--- src/rtl/core/assert_macros.svh ---
// assertion macros shared by the rtl files that carry checks
// uses the clk and rst_n names of the including module
`ifndef ASSERT_MACROS_SVH
`define ASSERT_MACROS_SVH

// same-cycle implication, disabled while in reset
`define GSE_ASSERT_SAME(label, ante, cons, msg) \
  label: assert property (@(posedge clk) disable iff (!rst_n) (ante) |-> (cons)) \
    else $error(msg);

// next-cycle implication, disabled while in reset
`define GSE_ASSERT_NEXT(label, ante, cons, msg) \
  label: assert property (@(posedge clk) disable iff (!rst_n) (ante) |=> (cons)) \
    else $error(msg);

`endif

--- src/rtl/core/gse_pkg.sv ---
// shared types, constants and field map of the gga field extractor
// no dependencies
package gse_pkg;

  localparam int unsigned TIME_CHARS = 10;
  localparam int unsigned LAT_CHARS  = 10;
  localparam int unsigned LON_CHARS  = 11;
  localparam int unsigned SAT_CHARS  = 2;
  localparam int unsigned ALT_CHARS  = 8;

  localparam logic [7:0] START_CHAR  = 8'h24;
  localparam logic [7:0] SEP_CHAR    = 8'h2C;
  localparam logic [7:0] NIBBLE_MASK = 8'h0F;

  localparam logic [2:0] HDR_LEN   = 3'd6;
  localparam logic [3:0] ALT_FIELD = 4'd9;
  localparam logic [3:0] FC_MAX    = 4'd15;
  localparam logic [4:0] CI_MAX    = 5'd31;

  localparam logic [2:0] FID_TIME    = 3'd0;
  localparam logic [2:0] FID_LAT     = 3'd1;
  localparam logic [2:0] FID_LAT_DIR = 3'd2;
  localparam logic [2:0] FID_LON     = 3'd3;
  localparam logic [2:0] FID_LON_DIR = 3'd4;
  localparam logic [2:0] FID_QUALITY = 3'd5;
  localparam logic [2:0] FID_SATS    = 3'd6;
  localparam logic [2:0] FID_ALT     = 3'd7;

  localparam int unsigned IN_DATA_W  = 8;
  localparam int unsigned OUT_DATA_W = 16;
  localparam int unsigned OUT_USER_W = 2;

  typedef enum logic [1:0] {
    KIND_CHAR  = 2'd0,
    KIND_START = 2'd1,
    KIND_DONE  = 2'd2
  } kind_t;

  typedef struct packed {
    logic       valid;
    kind_t      kind;
    logic [2:0] field_id;
    logic [3:0] position;
    logic [7:0] char_value;
  } res_t;

  typedef struct packed {
    logic       en;
    logic [2:0] id;
    logic [4:0] limit;
  } fmap_t;

  // expected header letter at each match index
  function automatic logic [7:0] hdr_char(input logic [2:0] idx);
    logic [7:0] c;
    case (idx)
      3'd0:    c = 8'h24;
      3'd1:    c = 8'h47;
      3'd2:    c = 8'h50;
      3'd3:    c = 8'h47;
      3'd4:    c = 8'h47;
      3'd5:    c = 8'h41;
      default: c = 8'h00;
    endcase
    return c;
  endfunction

  // field number to output id and kept length
  function automatic fmap_t field_map(input logic [3:0] fc);
    fmap_t m;
    m = '{en: 1'b0, id: FID_TIME, limit: 5'd0};
    case (fc)
      4'd1:    m = '{en: 1'b1, id: FID_TIME,    limit: 5'(TIME_CHARS)};
      4'd2:    m = '{en: 1'b1, id: FID_LAT,     limit: 5'(LAT_CHARS)};
      4'd3:    m = '{en: 1'b1, id: FID_LAT_DIR, limit: 5'd1};
      4'd4:    m = '{en: 1'b1, id: FID_LON,     limit: 5'(LON_CHARS)};
      4'd5:    m = '{en: 1'b1, id: FID_LON_DIR, limit: 5'd1};
      4'd6:    m = '{en: 1'b1, id: FID_QUALITY, limit: 5'd1};
      4'd7:    m = '{en: 1'b1, id: FID_SATS,    limit: 5'(SAT_CHARS)};
      4'd9:    m = '{en: 1'b1, id: FID_ALT,     limit: 5'(ALT_CHARS)};
      default: m = '{en: 1'b0, id: FID_TIME,    limit: 5'd0};
    endcase
    return m;
  endfunction

endpackage

--- src/rtl/core/gse_parse.sv ---
// header match and field counter of the gga extractor, one byte per cycle while byte_en is high
// depends on gse_pkg
module gse_parse (
  input  logic            clk,
  input  logic            rst_n,
  input  logic            byte_en,
  input  logic [7:0]      rx_byte,
  output gse_pkg::res_t   res
);

  logic [2:0] hdr_idx_r, hdr_idx_nxt;
  logic [3:0] fcount_r,  fcount_nxt;
  logic [4:0] cidx_r,    cidx_nxt;
  logic       in_sent_r, in_sent_nxt;
  gse_pkg::fmap_t fm;

  assign fm = gse_pkg::field_map(fcount_r);

  always_comb begin
    hdr_idx_nxt = hdr_idx_r;
    fcount_nxt  = fcount_r;
    cidx_nxt    = cidx_r;
    in_sent_nxt = in_sent_r;
    res         = '{valid: 1'b0, kind: gse_pkg::KIND_CHAR, field_id: 3'd0,
                    position: 4'd0, char_value: 8'd0};
    if (rx_byte == gse_pkg::START_CHAR) begin
      hdr_idx_nxt = 3'd1;
      in_sent_nxt = 1'b0;
    end else if (!in_sent_r) begin
      if (hdr_idx_r == 3'd0 || hdr_idx_r >= gse_pkg::HDR_LEN) begin
        hdr_idx_nxt = 3'd0;
      end else if (rx_byte != gse_pkg::hdr_char(hdr_idx_r)) begin
        hdr_idx_nxt = 3'd0;
      end else if (hdr_idx_r + 3'd1 < gse_pkg::HDR_LEN) begin
        hdr_idx_nxt = hdr_idx_r + 3'd1;
      end else begin
        hdr_idx_nxt = 3'd0;
        in_sent_nxt = 1'b1;
        fcount_nxt  = 4'd0;
        cidx_nxt    = 5'd0;
        res.valid   = 1'b1;
        res.kind    = gse_pkg::KIND_START;
      end
    end else if (rx_byte == gse_pkg::SEP_CHAR) begin
      cidx_nxt = 5'd0;
      if (fcount_r == gse_pkg::ALT_FIELD) begin
        in_sent_nxt = 1'b0;
        fcount_nxt  = 4'd0;
        res.valid   = 1'b1;
        res.kind    = gse_pkg::KIND_DONE;
      end else if (fcount_r < gse_pkg::FC_MAX) begin
        fcount_nxt = fcount_r + 4'd1;
      end
    end else begin
      if (cidx_r < gse_pkg::CI_MAX) begin
        cidx_nxt = cidx_r + 5'd1;
      end
      if (fm.en && cidx_r < fm.limit) begin
        res.valid      = 1'b1;
        res.kind       = gse_pkg::KIND_CHAR;
        res.field_id   = fm.id;
        res.position   = cidx_r[3:0];
        res.char_value = (fm.id == gse_pkg::FID_QUALITY) ?
                         (rx_byte & gse_pkg::NIBBLE_MASK) : rx_byte;
      end
    end
    if (!byte_en) begin
      res.valid = 1'b0;
    end
  end

  always_ff @(posedge clk) begin
    if (!rst_n) begin
      hdr_idx_r <= 3'd0;
      fcount_r  <= 4'd0;
      cidx_r    <= 5'd0;
      in_sent_r <= 1'b0;
    end else if (byte_en) begin
      hdr_idx_r <= hdr_idx_nxt;
      fcount_r  <= fcount_nxt;
      cidx_r    <= cidx_nxt;
      in_sent_r <= in_sent_nxt;
    end
  end

endmodule

--- src/rtl/core/gse_out_buf.sv ---
// result register with skid stage for the gga extractor output
// depends on gse_pkg
module gse_out_buf (
  input  logic          clk,
  input  logic          rst_n,
  input  gse_pkg::res_t push,
  output logic          push_ready,
  output gse_pkg::res_t head,
  input  logic          pop
);

  gse_pkg::res_t out_r, out_nxt;
  gse_pkg::res_t skid_r, skid_nxt;

  assign push_ready = !skid_r.valid;
  assign head       = out_r;

  always_comb begin
    out_nxt  = out_r;
    skid_nxt = skid_r;
    if (!out_r.valid || pop) begin
      if (skid_r.valid) begin
        out_nxt        = skid_r;
        skid_nxt.valid = 1'b0;
      end else begin
        out_nxt = push;
      end
    end else if (push.valid) begin
      skid_nxt = push;
    end
  end

  always_ff @(posedge clk) begin
    if (!rst_n) begin
      out_r.valid  <= 1'b0;
      skid_r.valid <= 1'b0;
    end else begin
      out_r.valid  <= out_nxt.valid;
      skid_r.valid <= skid_nxt.valid;
    end
    out_r.kind        <= out_nxt.kind;
    out_r.field_id    <= out_nxt.field_id;
    out_r.position    <= out_nxt.position;
    out_r.char_value  <= out_nxt.char_value;
    skid_r.kind       <= skid_nxt.kind;
    skid_r.field_id   <= skid_nxt.field_id;
    skid_r.position   <= skid_nxt.position;
    skid_r.char_value <= skid_nxt.char_value;
  end

endmodule

--- src/rtl/core/gga_sentence_field_extractor.sv ---
// top level of the gga sentence field extractor
// depends on gse_pkg, gse_parse, gse_out_buf and assert_macros.svh
//
//   channel | direction | request contents
//   in_     | slave     | one received sentence byte
//   out_    | master    | tagged field character, start or completion marker
//
// one byte is taken per cycle while in_tready is high; a result is registered before out_tvalid
// the parser state, the result register and the skid stage are the only logic between bytes
// in_tready drops only while both the result register and the skid stage are full
// rst_n is synchronous and returns the parser to idle with no results pending
`include "assert_macros.svh"

module gga_sentence_field_extractor (
  input  logic                             clk,
  input  logic                             rst_n,
  input  logic                             in_tvalid,
  output logic                             in_tready,
  input  logic [gse_pkg::IN_DATA_W-1:0]    in_tdata,   // [7:0] rx_byte
  output logic                             out_tvalid,
  input  logic                             out_tready,
  output logic [gse_pkg::OUT_DATA_W-1:0]   out_tdata,  // [2:0] field_id, [6:3] position,
                                                       // [14:7] char_value, [15] zero
  output logic [gse_pkg::OUT_USER_W-1:0]   out_tuser   // [1:0] kind
);

  gse_pkg::res_t res;
  gse_pkg::res_t head;
  logic          byte_en;

  assign byte_en = in_tvalid && in_tready;

  gse_parse u_parse (
    .clk     (clk),
    .rst_n   (rst_n),
    .byte_en (byte_en),
    .rx_byte (in_tdata),
    .res     (res)
  );

  gse_out_buf u_out_buf (
    .clk        (clk),
    .rst_n      (rst_n),
    .push       (res),
    .push_ready (in_tready),
    .head       (head),
    .pop        (out_tvalid && out_tready)
  );

  assign out_tvalid = head.valid;
  assign out_tuser  = head.kind;
  assign out_tdata  = {1'b0, head.char_value, head.position, head.field_id};

  `GSE_ASSERT_SAME(a_stall_only_when_full, !in_tready, out_tvalid,
                   "input stalled while output register empty")
  `GSE_ASSERT_SAME(a_marker_payload_zero,
                   out_tvalid && out_tuser != gse_pkg::KIND_CHAR, out_tdata == '0,
                   "start or completion marker carries payload")
  `GSE_ASSERT_SAME(a_quality_nibble,
                   out_tvalid && out_tuser == gse_pkg::KIND_CHAR &&
                   out_tdata[2:0] == gse_pkg::FID_QUALITY,
                   out_tdata[14:11] == 4'd0,
                   "quality character wider than a nibble")
  `GSE_ASSERT_NEXT(a_stall_releases, !in_tready && out_tready, in_tready,
                   "input ready not restored after output drained")

endmodule

--- config.mk ---
export PLATFORM = sky130hd
export DESIGN_NAME = gga_sentence_field_extractor
export DESIGN_NICKNAME = d
export VERILOG_FILES = /design/src/rtl/core/gse_pkg.sv /design/src/rtl/core/gse_parse.sv /design/src/rtl/core/gse_out_buf.sv /design/src/rtl/core/gga_sentence_field_extractor.sv
export VERILOG_INCLUDE_DIRS = /design/src /design/src/rtl/core
export SDC_FILE = /design/constraint.sdc
export NUM_CORES = 1
export LEC_CHECK = 0
export ABC_CLOCK_PERIOD_IN_PS = 3570
export CAP_MARGIN = 40
export CORE_AREA = 2 2 72 81
export DETAILED_ROUTE_END_ITERATION = 12
export DIE_AREA = 0 0 74 83
export DONT_BUFFER_PORTS = 1
export PLACE_DENSITY = 0.73
export RECOVER_POWER = 100
export SKIP_LAST_GASP = 1
export SYNTH_ARGS = -nofsm -noshare
export SYNTH_HDL_FRONTEND = slang
export SYNTH_SLANG_ARGS = --single-unit
export TNS_END_PERCENT = 30
--- constraint.sdc ---
create_clock -name clk -period 3.57 [get_ports clk]
set_input_delay 0.1785 -clock clk [delete_from_list [all_inputs] [get_ports clk]]
set_output_delay 0.1785 -clock clk [all_outputs]
set_load 0.01 [all_outputs]
==> impl_metrics.csv <==
group,metric,value,unit
placed_design,placed_area,3040,um^2
setup_path,critPathMaxStageDelay,0.46,ns
cts,cts_buffers,5,
global_routing,grt_pass1_vias,1876,
setup_path,worstPathMaxFanout,8,
route,num_vias,1961,
synth,synth_area,2980,um^2
global_routing,use_met2,0.291,
setup_path,crit_required,3.75,ns
synth,ys.flop_type,"edfxtp_1",
synth,synth_area_leader_cell,"edfxtp_1",
synth,ys_ff_latch,56,
timing,fmax,306,MHz
layout,fin_nets,301,
synth,synth_edf_count,34,
flow_run,drv_cap,0,
pwr,cellPowerDensity,339,nW/um^2
synth,async_flop_share,0,
cts,cts_tree,"yes",
layout,final_common_cell,"edfxtp_1",
cts,clock_path_buffers,2,
timing,period_needed,3.27,ns
pwr,power_frac_comb,0.027,
timing,clock_skew,0.00804,ns
route,drt_pass1_iterations,4,
floorplan,die_h,83,um
setup_path,reg2reg_depth,12,
cts,cts_root_buf,"clkbuf_8",
placed_design,dp_hpwl,3920,um
timing,max-slew-margin-rel,0.247,
synth,synth_cell_type_count,59,
cts,cts_sinks,56,
global_routing,grt_max_degree,20,
pwr,p_leak,0.00123,uW
pwr,peakVddDrop,0.147,mV
floorplan,num_rows,28,
pwr,power.internal,833,uW
synth,ys_warn_count,0,
cts,worstSkewPairLatency,0.31,ns
timing,setup_viol,0,
setup_path,crit_top_cell,"ha_1",
layout,drive_gt1_frac,0.149,
route,ant_nets,0,
timing,fin_crit_sh,0.917,
layout,fin_area,3130,um^2
global_routing,grtUsageTotal,0.182,
route,drc,0,
layout,antenna_cells,0,
pwr,seq_power_share,0.640,
placed_design,dp.cells,341,
cts,clkTransAtPathRegs,0.10,ns
synth,synthTopCellsByArea,"edfxtp_1 34%, dfxtp_1 15%, ha_1 6.3%, mux2_2 5.3%, a21oi_1 2.4%",
setup_path,r2r-start,"u_parse.hdr_idx_r[0]$_SDFFE_PN0P_",
global_routing,grt_pass1_wl,8740,um
status,status,"complete, no violations",
setup_path,startpoint,"u_parse.hdr_idx_r[0]$_SDFFE_PN0P_",
global_routing,antenna_found_initial,0,
setup_path,critPathKind,"reg -> reg",
timing,slew_viol_final,0,
global_routing,use_met3,0.0340,
timing,worstMarginPinSlew,1.12,ns
route,wl_per_cell,14.7,um
route,routed_via_density,5.60,
synth,yosysTopAreaCellShare,0.343,
global_routing,met1_usage,0.239,
setup_path,end_kind,"flip-flop",
floorplan,io_pins,32,
setup_path,critPathLaunchType,"flip-flop",
setup_path,cp_slowest_cell,"o41ai_4",
timing,hold_violations,0,
route,routed_wl,5150,um
layout,final_cell_mix,"34 x edfxtp_1, 21 x dfxtp_1, 18 x inv_1, 18 x nand2_1, 18 x nor2_1",
timing,fin_setup_tns,0,ns
synth,avgSynthCellArea,11.0,um^2
timing,rsz0062_at_grt,"no",
floorplan,die_area,6140,um^2
cts,post-cts-setup-buffer-count,0,
floorplan,coreArea,5290,um^2
synth,syn_inst,270,
cts,htree_levels,2,
layout,area_growth,5.25,%
floorplan,initial_core_util,0.563,
setup_path,r2r_end,"u_parse.fm[3]$_DFF_P_",
layout,final_cells,350,
synth,syn-num-nets,297,
placed_design,gp_congestion,0.811,
setup_path,reg2reg_slack,0.30,ns
synth,ys_seq_area_frac,0.491,
floorplan,chipWidth,74,um
route,first_iter_violations,134,
setup_path,cp.arrival,3.45,ns
setup_path,endpoint,"u_parse.fm[3]$_DFF_P_",
timing,fin_hold_ws,0.0651,ns
hold_path,hp-class,"in -> reg",
placed_design,port_buffers,0,
layout,final_util,0.592,
global_routing,top_usage_layer,"met2",
pwr,switchingPower,228,uW
setup_path,cp_cell_sequence,"inv_1, ha_1, or3_1, a21oi_2, o221ai_2, o41ai_4, nand3_1, mux2i_2, nand2b_1, ha_1, mux2i_1, o22ai_1",
global_routing,overflow,0,
pwr,clkPwrFrac,0.333,
pwr,sw_frac_of_total,0.215,
==> worst min path at each step <==
stage | startpoint | end | slack (ns) | cells past startpoint
6_report | out_tready | u_out_buf.skid_r[17]$_SDFFE_PP0P_ | 0.07 | 2
5_1_grt | out_tready | u_out_buf.skid_r[17]$_SDFFE_PP0P_ | 0.05 | 2
4_1_cts | out_tready | u_out_buf.skid_r[17]$_SDFFE_PP0P_ | 0.06 | 2
3_5_place_dp | rst_n | u_parse.fcount_r[0]$_SDFFE_PN0N_ | 0.31 | 1
3_3_place_gp | rst_n | u_parse.fcount_r[0]$_SDFFE_PN0N_ | 0.30 | 1
2_1_floorplan | out_tready | u_out_buf.skid_r[17]$_SDFFE_PP0P_ | 0.38 | 2
==> cell type report <==
cell class | instances | area, um^2
timing repair buffer | 4 | 27.5
clock inverter | 3 | 27.5
tap | 75 | 93.8
multi-input combinational | 187 | 1380
fill | 428 | 2160
sequential | 56 | 1460
clock buffer | 5 | 68.8
inverter | 20 | 75.1
==> what timing repair did <==
item,CTS,global route
hold buffers,1,0
gates resized for setup,0,3
endpoints found under the setup margin,0,6
endpoints found under the hold margin,4,0
==> cell families after synthesis <==
logic type / count (synthesis) / synth area share
other cells: 1 / 0.00126
fa+ha+maj: 15 / 0.0631
xor+xnor: 5 / 0.0147
buf+inv: 27 / 0.0446
mux: 21 / 0.0765
flops: 56 / 0.491
compound gates: 55 / 0.139
simple gates: 90 / 0.170
==> synthesized netlist by cell type, types with 2 or more instances <==
master / number
a21oi_2: 2
o22ai_1: 5
nand2b_1: 4
a21o_1: 2
clkinv_1: 2
clkbuf_8: 2
o211a_1: 2
and2_1: 9
o21ai_0: 9
nor3_1: 7
nand2_1: 18
mux2_2: 14
edfxtp_1: 34
nor2b_1: 2
dfxtp_1: 22
and3_1: 5
or3_1: 6
nor2_1: 18
xor2_1: 4
a21oi_1: 14
o31ai_1: 3
clkbuf_1: 2
inv_1: 18
mux2i_1: 7
ha_1: 15
o21a_1: 3
nand3b_1: 4
nand3_1: 6
==> registers in the layout (all words and copies together) (netlist names) <==
register,flops
u_out_buf.head,18
u_parse.fm,7
u_parse.fcount_r,4
u_parse.cidx_r,5
u_parse.in_sent_r,1
u_parse.hdr_idx_r,3
u_out_buf.skid_r,18
==> metal layers <==
metal | vias to the layer above | wire (um) | part of all wire
met2 | 54 | 2560 | 0.50
met1 | 913 | 2300 | 0.45
met5 | - | 0 | 0
met3 | 7 | 200 | 0.039
met4 | 0 | 88 | 0.017
li1 | 987 | - | -
==> metrics by stage <==
stage	power [uW]	worst slack [ns]
global route	1100	0.0324
detailed placement	720	0.264
global placement	720	0.397
CTS	1070	0.232
floorplan	718	0.265
finish	1060	0.298
==> power by group through the flow <==
stage	registers, uW	logic (uW)	clock network, uW
2_1_floorplan	693	25.3	0
3_3_place_gp	693	26.3	0
3_5_place_dp	693	26.8	0
6_report	679	28.7	353
5_1_grt	679	31.8	392
4_1_cts	678	28.6	366
==> critical path: cells and delay by family (launching register included) <==
| kind | cells | cell delay (ns) |
|---|---|---|
| multiplexers | 2 | 0.46 |
| adder cells (fa/ha/maj) | 2 | 0.53 |
| flip-flops | 1 | 0.41 |
| buffers and inverters | 1 | 0.11 |
| AO/OA/AOI/OAI | 4 | 0.85 |
| AND/OR/NAND/NOR | 3 | 0.75 |
(Power assumes the default switching activity.)
